===== src/lfsr_noise_channel_with_envelope_assert.svh =====
// ----------------------------------------------------------------------------
// Noise voice assertion macros
// Immediate-implication and next-cycle checks, clocked on clk, off in reset.
// ----------------------------------------------------------------------------
`ifndef LFSR_NOISE_CHANNEL_WITH_ENVELOPE_ASSERT_SVH
`define LFSR_NOISE_CHANNEL_WITH_ENVELOPE_ASSERT_SVH

// same-cycle implication
`define LNCE_ASSERT_NOW(lbl, ante, cons, msg) \
  lbl: assert property (@(posedge clk) disable iff (!rst_n) (ante) |-> (cons)) \
    else $error(msg);

// next-cycle implication
`define LNCE_ASSERT_NEXT(lbl, ante, cons, msg) \
  lbl: assert property (@(posedge clk) disable iff (!rst_n) (ante) |=> (cons)) \
    else $error(msg);

`endif


===== src/lnce_pkg.sv =====
// ----------------------------------------------------------------------------
// Noise voice package
// Event codes, register indexes and widths shared by the noise voice.
// ----------------------------------------------------------------------------
`timescale 1ns / 1ps

package lnce_pkg;

  localparam int unsigned LFSR_W   = 15;
  localparam int unsigned PERIOD_W = 12;
  localparam int unsigned LEN_W    = 8;
  localparam int unsigned VOL_W    = 4;
  localparam int unsigned CFG_W    = 12;
  localparam int unsigned IDX_W    = 3;
  localparam int unsigned ACT_W    = 3;

  localparam logic [LFSR_W-1:0] LFSR_RESET = LFSR_W'(1);
  localparam logic [VOL_W-1:0]  ENV_TOP    = '1;

  typedef enum logic [ACT_W-1:0] {
    ACT_TICK    = 3'd0,
    ACT_QUARTER = 3'd1,
    ACT_HALF    = 3'd2,
    ACT_START   = 3'd3,
    ACT_DISABLE = 3'd4
  } action_t;

  localparam logic [IDX_W-1:0] REG_SHORT_MODE = 3'd0;
  localparam logic [IDX_W-1:0] REG_PERIOD     = 3'd1;
  localparam logic [IDX_W-1:0] REG_CONST_VOL  = 3'd2;
  localparam logic [IDX_W-1:0] REG_VOLUME     = 3'd3;
  localparam logic [IDX_W-1:0] REG_HALT_LOOP  = 3'd4;

endpackage


===== src/lfsr_noise_channel_with_envelope.sv =====
// ----------------------------------------------------------------------------
// Noise voice with decay envelope
// Each result word is registered from its input word as that word is accepted.
// Throughput: one word per cycle unless a held result is stalled; the output register lets a new word in
// while the previous result is taken in the same cycle.
// Reset (synchronous, rst_n low): LFSR to 1, all other registers to 0 except level_r and active_r (not reset).
// ----------------------------------------------------------------------------
`timescale 1ns / 1ps
`include "lfsr_noise_channel_with_envelope_assert.svh"

module lfsr_noise_channel_with_envelope
  import lnce_pkg::*;
(
  input  logic                clk,
  input  logic                rst_n,
  input  logic                in_valid,
  output logic                in_stall,
  input  logic [ACT_W-1:0]    in_action,
  input  logic [LEN_W-1:0]    in_length_load,
  output logic                out_valid,
  input  logic                out_stall,
  output logic [VOL_W-1:0]    out_level,
  output logic                out_length_active,
  input  logic                cfg_we,
  input  logic [IDX_W-1:0]    cfg_index,
  input  logic [CFG_W-1:0]    cfg_data
);

  logic                short_mode_r, const_vol_r, halt_loop_r;
  logic [PERIOD_W-1:0] period_r;
  logic [VOL_W-1:0]    volume_r;

  logic [LFSR_W-1:0]   lfsr_r, lfsr_nxt;
  logic                fb_r, fb_nxt;
  logic [PERIOD_W-1:0] timer_r, timer_nxt;
  logic [LEN_W-1:0]    len_r, len_nxt;
  logic [VOL_W-1:0]    env_r, env_nxt;
  logic [VOL_W-1:0]    div_r, div_nxt;
  logic                start_r, start_nxt;

  logic                out_valid_r;
  logic [VOL_W-1:0]    level_r;
  logic                active_r;

  logic                accept;
  logic [VOL_W-1:0]    amp;

  assign in_stall = out_valid_r & out_stall;
  assign accept   = in_valid & ~in_stall;

  always_comb begin
    lfsr_nxt  = lfsr_r;
    fb_nxt    = fb_r;
    timer_nxt = timer_r;
    len_nxt   = len_r;
    env_nxt   = env_r;
    div_nxt   = div_r;
    start_nxt = start_r;
    unique case (action_t'(in_action))
      ACT_TICK: begin
        if (len_r != '0) begin
          if (timer_r != '0) begin
            timer_nxt = timer_r - PERIOD_W'(1);
          end else begin
            timer_nxt = period_r;
            fb_nxt    = lfsr_r[0] ^ (short_mode_r ? lfsr_r[6] : lfsr_r[1]);
            lfsr_nxt  = {fb_nxt, lfsr_r[LFSR_W-1:1]};
          end
        end
      end
      ACT_QUARTER, ACT_HALF: begin
        if (start_r) begin
          start_nxt = 1'b0;
          div_nxt   = volume_r;
          env_nxt   = ENV_TOP;
        end else if (div_r == '0) begin
          div_nxt = volume_r;
          if (env_r != '0) begin
            env_nxt = env_r - VOL_W'(1);
          end else if (halt_loop_r) begin
            env_nxt = ENV_TOP;
          end
        end else begin
          div_nxt = div_r - VOL_W'(1);
        end
        if (action_t'(in_action) == ACT_HALF && len_r != '0 && !halt_loop_r) begin
          len_nxt = len_r - LEN_W'(1);
        end
      end
      ACT_START: begin
        len_nxt   = in_length_load;
        start_nxt = 1'b1;
      end
      ACT_DISABLE: begin
        len_nxt = '0;
      end
      default: begin
      end
    endcase
  end

  assign amp = const_vol_r ? volume_r : env_nxt;

  always_ff @(posedge clk) begin
    if (!rst_n) begin
      short_mode_r <= 1'b0;
      period_r     <= '0;
      const_vol_r  <= 1'b0;
      volume_r     <= '0;
      halt_loop_r  <= 1'b0;
      lfsr_r       <= LFSR_RESET;
      fb_r         <= 1'b0;
      timer_r      <= '0;
      len_r        <= '0;
      env_r        <= '0;
      div_r        <= '0;
      start_r      <= 1'b0;
      out_valid_r  <= 1'b0;
    end else begin
      if (accept) begin
        lfsr_r  <= lfsr_nxt;
        fb_r    <= fb_nxt;
        timer_r <= timer_nxt;
        len_r   <= len_nxt;
        env_r   <= env_nxt;
        div_r   <= div_nxt;
        start_r <= start_nxt;
      end
      if (accept) begin
        out_valid_r <= 1'b1;
      end else if (!out_stall) begin
        out_valid_r <= 1'b0;
      end
      if (cfg_we) begin
        unique case (cfg_index)
          REG_SHORT_MODE: short_mode_r <= cfg_data[0];
          REG_PERIOD: begin
            period_r <= cfg_data[PERIOD_W-1:0];
            timer_r  <= cfg_data[PERIOD_W-1:0];
          end
          REG_CONST_VOL:  const_vol_r <= cfg_data[0];
          REG_VOLUME:     volume_r    <= cfg_data[VOL_W-1:0];
          REG_HALT_LOOP:  halt_loop_r <= cfg_data[0];
          default: begin
          end
        endcase
      end
    end
  end

  always_ff @(posedge clk) begin
    if (accept) begin
      level_r  <= fb_nxt ? amp : '0;
      active_r <= (len_nxt != '0);
    end
  end

  assign out_valid         = out_valid_r;
  assign out_level         = level_r;
  assign out_length_active = active_r;

  `LNCE_ASSERT_NOW(a_hold_blocks_input, out_valid_r && out_stall, in_stall, "input taken while result held")
  `LNCE_ASSERT_NOW(a_silent_without_fb, out_valid_r && !fb_r, out_level == '0, "level nonzero with feedback low")
  `LNCE_ASSERT_NEXT(a_disable_clears, accept && in_action == ACT_DISABLE, out_valid && !out_length_active, "length active after disable")
  `LNCE_ASSERT_NEXT(a_start_loads, accept && in_action == ACT_START && in_length_load != '0, out_valid && out_length_active, "length idle after start")
  `LNCE_ASSERT_NEXT(a_tick_idle_lfsr, accept && in_action == ACT_TICK && len_r == '0, $stable(lfsr_r) && $stable(timer_r), "timer moved with zero length")

endmodule


===== config.mk =====
export PLATFORM = sky130hd
export DESIGN_NAME = lfsr_noise_channel_with_envelope
export DESIGN_NICKNAME = d
export VERILOG_FILES = /design/src/lnce_pkg.sv /design/src/lfsr_noise_channel_with_envelope.sv
export VERILOG_INCLUDE_DIRS = /design/src /design/src/src
export SDC_FILE = /design/constraint.sdc
export NUM_CORES = 1
export LEC_CHECK = 0
export ABC_CLOCK_PERIOD_IN_PS = 2900
export BUFFER_PORTS_ARGS = -buffer_cell sky130_fd_sc_hd__buf_2
export CAP_MARGIN = 20
export CORE_MARGIN = 4
export CORE_UTILIZATION = 59
export CTS_CLUSTER_SIZE = 40
export DETAILED_ROUTE_END_ITERATION = 10
export GPL_TIMING_DRIVEN = 0
export PLACE_DENSITY = 0.91
export SLEW_MARGIN = 25
export SYNTH_ARGS = -nofsm -noshare
export SYNTH_HDL_FRONTEND = slang
export SYNTH_SLANG_ARGS = --single-unit

===== constraint.sdc =====
create_clock -name clk -period 2.9 [get_ports clk]
set_input_delay 0.29 -clock clk [delete_from_list [all_inputs] [get_ports clk]]
set_output_delay 0.29 -clock clk [all_outputs]
set_load 0.01 [all_outputs]

Word level (Yosys, flattened, before mapping):

Cells that the tools add are included.

* register bits: 70
* output and inout port bits: 7
* logic and storage cells: 76

* $add $sub $neg: 4
* eq/ne operators: 9
* muxes and demuxes: 23
* bitwise gates (word level): 5
* reductions and logical operators: 20

Operators with widths (count)
* two-way mux 12 bit: 6
* two-way mux 4 bit: 8
* case mux 8 bit (3 select lines): 1
* nonzero test 8 bit: 2
* AND reduction 2 bit: 7
* == test 3 x 2 -> 1 bit (second input constant): 4
* nonzero test 12 bit: 1
* subtractor 12 x 1 -> 12 bit (second input constant): 1
* two-way mux 8 bit: 1
* subtractor 4 x 1 -> 4 bit (second input constant): 2
* subtractor 8 x 1 -> 8 bit (second input constant): 1
* == test 3 x 1 -> 1 bit (second input constant): 2
* == test 3 bit (second input constant): 2
* zero test 3 bit: 2
* two-way mux 1 bit: 6
* zero test 4 bit: 1
* AND reduction 4 bit: 1
* nonzero test 4 bit: 1
* bitwise AND 1 bit: 2
* logical AND 1 bit: 2
* inequality test 2 x 1 -> 1 bit (second input constant): 1
* NOT 1 bit: 2
* case mux 1 bit (2 select lines): 1
* nonzero test 2 bit: 1
* other kinds (3): 3

Longest topological paths before layout:

* depth after elaboration: 7
* gate-level depth with buffers: 9
* depth with buffers taken out: 8

Least setup slack after synthesis:

OpenSTA, ideal clock, no wires.

* path kind: reg2reg
* start point: register len_r[0]
* end point: register active_r (netlist: out_length_active) (data pin)
* arrival time: 1939 ps
* required time: 2627 ps
* slack: 688 ps
* stages on the path, launching flop included: 10
* buffers on the path: 1
* period minus slack after synthesis: 2212 ps
* path through: dfxtp_1 -> inv_1 -> ha_1 -> or3b_2 -> clkbuf_1 -> o21ai_1 -> or4_1 -> o221ai_1 -> o21bai_1 -> nand4_1

* cells in the longest elaborated chain, start to end: 6
* elaborated cells between the ends (all ways): 7

RTL lines
* start: declaration: line lfsr_noise_channel_with_envelope.sv:36 `logic [LEN_W-1:0] len_r, len_nxt;`
* start signal: assignment: line lfsr_noise_channel_with_envelope.sv:124 `len_r <= len_nxt;`
* branches (longest 4 deep; another with subtractor 8 x 1 -> 8 bit)
* case mux 8 bit (3 select lines) (*): line lfsr_noise_channel_with_envelope.sv:59 `unique case (action_t'(in_action))`
* nonzero test 8 bit (*): line lfsr_noise_channel_with_envelope.sv:154 `active_r <= (len_nxt != '0);`
* end signal: assignment: line lfsr_noise_channel_with_envelope.sv:154
* end: declaration: line lfsr_noise_channel_with_envelope.sv:43 `logic active_r;`

Every way passes the cells marked *.
A chain may end at the register's enable or synchronous reset.

Final worst setup path:

Same ends and word-level chain as after synthesis.

==> flow_summary.json <==
{
  "cts_tree": "done",
  "routabilityCongestion": 0.9205,
  "grt_pass1_vias": 3436,
  "synth.most_common_cell": "nand2_1",
  "core_area_um2": 5991,
  "die_y_um": 87.06,
  "clockBufferDepth": 2,
  "synthMuxAreaShare_pct": 4.038,
  "synth_edf_count": 5,
  "slew_viol_final": 0,
  "slowest_delay_ps": 480,
  "grt_max_degree": 15,
  "dieArea_um2": 7579,
  "yosysTopAreaCellShare_pct": 35.29,
  "drive_above_1_share_pct": 14.81,
  "synth-compound-area-share_pct": 23.21,
  "leakagePower_nw": 1.543,
  "cts.repair.resized": 0,
  "path_delay_family": "simple AND/OR/NAND/NOR gates",
  "status": "finished, final reports clean",
  "setup_viol": 0,
  "fin_crit_sh_pct": 90.14,
  "worstPathMaxFanout": 6,
  "synth-simple-area-share_pct": 26.37,
  "synthTopCellsByCount": "90 x nand2_1, 65 x dfxtp_1, 59 x a21oi_1",
  "slew_headroom_pct": 28.74,
  "clkTransAtPathRegs_ps": 80,
  "synth_xor_area_share_pct": 0.7126,
  "io_buffers": 36,
  "rows": 28,
  "seq_area_frac_synth_pct": 39.36,
  "wl_per_cell_um": 16.61,
  "crit_path_end_kind": "flop",
  "drcViolationCount": 0,
  "power_density_nw_per_um2": 543.3,
  "numClockSinks": 70,
  "die_x_um": 87.06,
  "ir_worst_vdd_mv": 0.4154,
  "postCtsSetupRepairBufs": 0,
  "io_pins": 38,
  "ctsHoldBuffers": 0,
  "crit_type": "flop to flop",
  "clk_latency_ps": 360,
  "tns_ps": 0,
  "ys_warn_count": 0,
  "vias": 3709,
  "avgSynthCellArea_um2": 7.879,
  "hold_violations": 0,
  "drtIter0Drc": 316,
  "synth_cells": 468,
  "antenna_found_initial": 0,
  "synth.net_count": 505,
  "grt_pass1_wl_mm": 16.07,
  "yosys-top-cells-area": "dfxtp_1 35%, nand2_1 9.2%, a21oi_1 8.0%",
  "yosysTopAreaCell": "dfxtp_1",
  "diodes": 0,
  "synth_ff_type": "dfxtp_1",
  "async_flop_share_pct": 0,
  "crit_chain": "inv_1 -> ha_1 -> or3b_2 -> clkbuf_1 -> o21ai_1 -> or4_1 -> o221ai_1 -> o21bai_1 -> nand4_1",
  "worst_ep_arrival_time_ps": 2700,
  "cts_buffers": 9,
  "grt_usage_pct": 26.98,
  "setup.worst_path.start_class": "flop",
  "place_hpwl_mm": 7.079,
  "fmax_mhz": 382.5,
  "h-tree-depth": 3,
  "synth.ff_latch_count": 70,
  "finalCriticalPeriod_ps": 2614,
  "first_pass_iters": 5,
  "fin_nets": 552,
  "start_util_pct": 61.55,
  "yosysUniqueCellTypes": 71,
  "cp_data_required_time_ps": 2980,
  "cp.buffers_inverters": 2,
  "synth_top_family_by_area": "simple AND/OR/NAND/NOR gates",
  "antenna_left": 0,
  "wl_mm": 9.882,
  "max_cap_viol_count": 0,
  "finClkSkew_ps": 9.520,
  "utilization_pct": 69.30,
  "syn-cell-area_um2": 3687,
  "syn_to_final_growth_pct": 12.59,
  "synthAdderAreaFrac_pct": 2.036,
  "hp-class": "input port to flop",
  "rsz0062_at_grt": "no",
  "tightest_slew_ps": 1059,
  "root_buffer": "clkbuf_8",
  "vias_per_cell": 6.234,
  "critPathSlowestCell": "or4_1",
  "grt_overflow_total": 0
}
## metal layers
| metal | GRT usage [%] | vias up | part of all wire [%] |
|---|---|---|---|
| met1 | 34.14 | 1725 | 42 |
| met5 | 0 | - | 0 |
| li1 | - | 1781 | - |
| met3 | 6.244 | 21 | 7.8 |
| met2 | 45.20 | 182 | 48 |
| met4 | 8.924 | 0 | 1.6 |
## flip-flops by register name, summed over array words and instances (netlist names), 4 cells and up
| register | cells |
|---|---|
| period_r | 12 |
| env_r | 4 |
| out_level | 4 |
| div_r | 4 |
| timer_r | 12 |
| lfsr_r | 15 |
| len_r | 8 |
| volume_r | 4 |
## path summary, 6_finish.rpt
check,start,to,slack (ps),cells after the start
worst min-delay path,in_valid,out_valid$_SDFFE_PN0P_,170,2
worst max-delay path,len_r[0]$_SDFFE_PN0P_,out_length_active$_DFFE_PP_,290,9
worst max register to register,len_r[0]$_SDFFE_PN0P_,out_length_active$_DFFE_PP_,290,9
worst min register to register,lfsr_r[9]$_SDFFE_PN0P_,lfsr_r[8]$_SDFFE_PN0P_,460,2
## power by group
group / total (mW) / switching [mW] / leakage, nW / internal, mW
combinational: 0.421 / 0.254 / 0.869 / 0.167
sequential: 1.04 / 0.0382 / 0.576 / 1.00
clock: 0.792 / 0.392 / 0.0978 / 0.400
total: 2.26 / 0.684 / 1.54 / 1.57
## cell usage in the layout, fill, tap and decap left out, types with 3 or more instances in the layout
cell | synthesis | routed
o21ai_0 | 20 | 20
clkbuf_1 | 19 | 21
xnor2_1 | 3 | 3
o221ai_1 | 5 | 5
ha_1 | 6 | 6
buf_2 | 3 | 39
clkbuf_8 | 0 | 9
mux2i_1 | 9 | 9
dfxtp_1 | 65 | 65
nand3_1 | 14 | 14
o211ai_1 | 5 | 5
inv_1 | 13 | 13
a21oi_1 | 59 | 59
nor2_1 | 45 | 45
nor3b_1 | 4 | 4
nor3_1 | 9 | 9
o21bai_1 | 3 | 3
mux2_2 | 4 | 4
or4_1 | 3 | 3
nor4_1 | 6 | 6
nand2_1 | 90 | 90
a211oi_1 | 5 | 5
edfxtp_1 | 5 | 5
a31oi_1 | 11 | 11
## through the flow
stage               power (mW)  worst slack, ps  hold WS (ps)  cell area (um2)  cells
floorplan                1.354            688.0         414.0             3687    468
global placement         1.453            414.7         436.5             3961    579
detailed placement       1.471            343.8         446.1             3961    579
CTS                      2.244            334.9         165.2             4151    595
global route             2.350            173.1         181.2             4151    595
finish                   2.255            285.8         171.4             4151    595
## cells by family (layout without fill, tap and decap cells)
| kind of cell | Yosys count | count (layout) |
|---|---|---|
| xor gates and xnor gates | 3 | 3 |
| muxes | 14 | 14 |
| DFF | 70 | 70 |
| and+or+nand+nor | 199 | 199 |
| adders and majority gates | 6 | 6 |
| buffers and inverters | 39 | 91 |
| AOI/OAI and AO/OA | 137 | 137 |
## area by class of cell
class | instances | area (um2)
Fill cell | 477 | 1839
Timing Repair Buffer | 36 | 180.2
Inverter | 15 | 56.30
Buffer | 24 | 101.3
Clock inverter | 5 | 58.81
Clock buffer | 11 | 131.4
Tap cell | 75 | 93.84
Sequential cell | 70 | 1451
Multi-Input combinational cell | 359 | 2078
## worst register-to-register path, stage by stage, from the launching register on
cell	delay [ps]
dfxtp_1	440
inv_1	90
ha_1	220
or3b_2	190
clkbuf_1	240
o21ai_1	190
or4_1	480
o221ai_1	210
o21bai_1	150
nand4_1	110
Note: power is estimated with default switching activity, not from simulation.
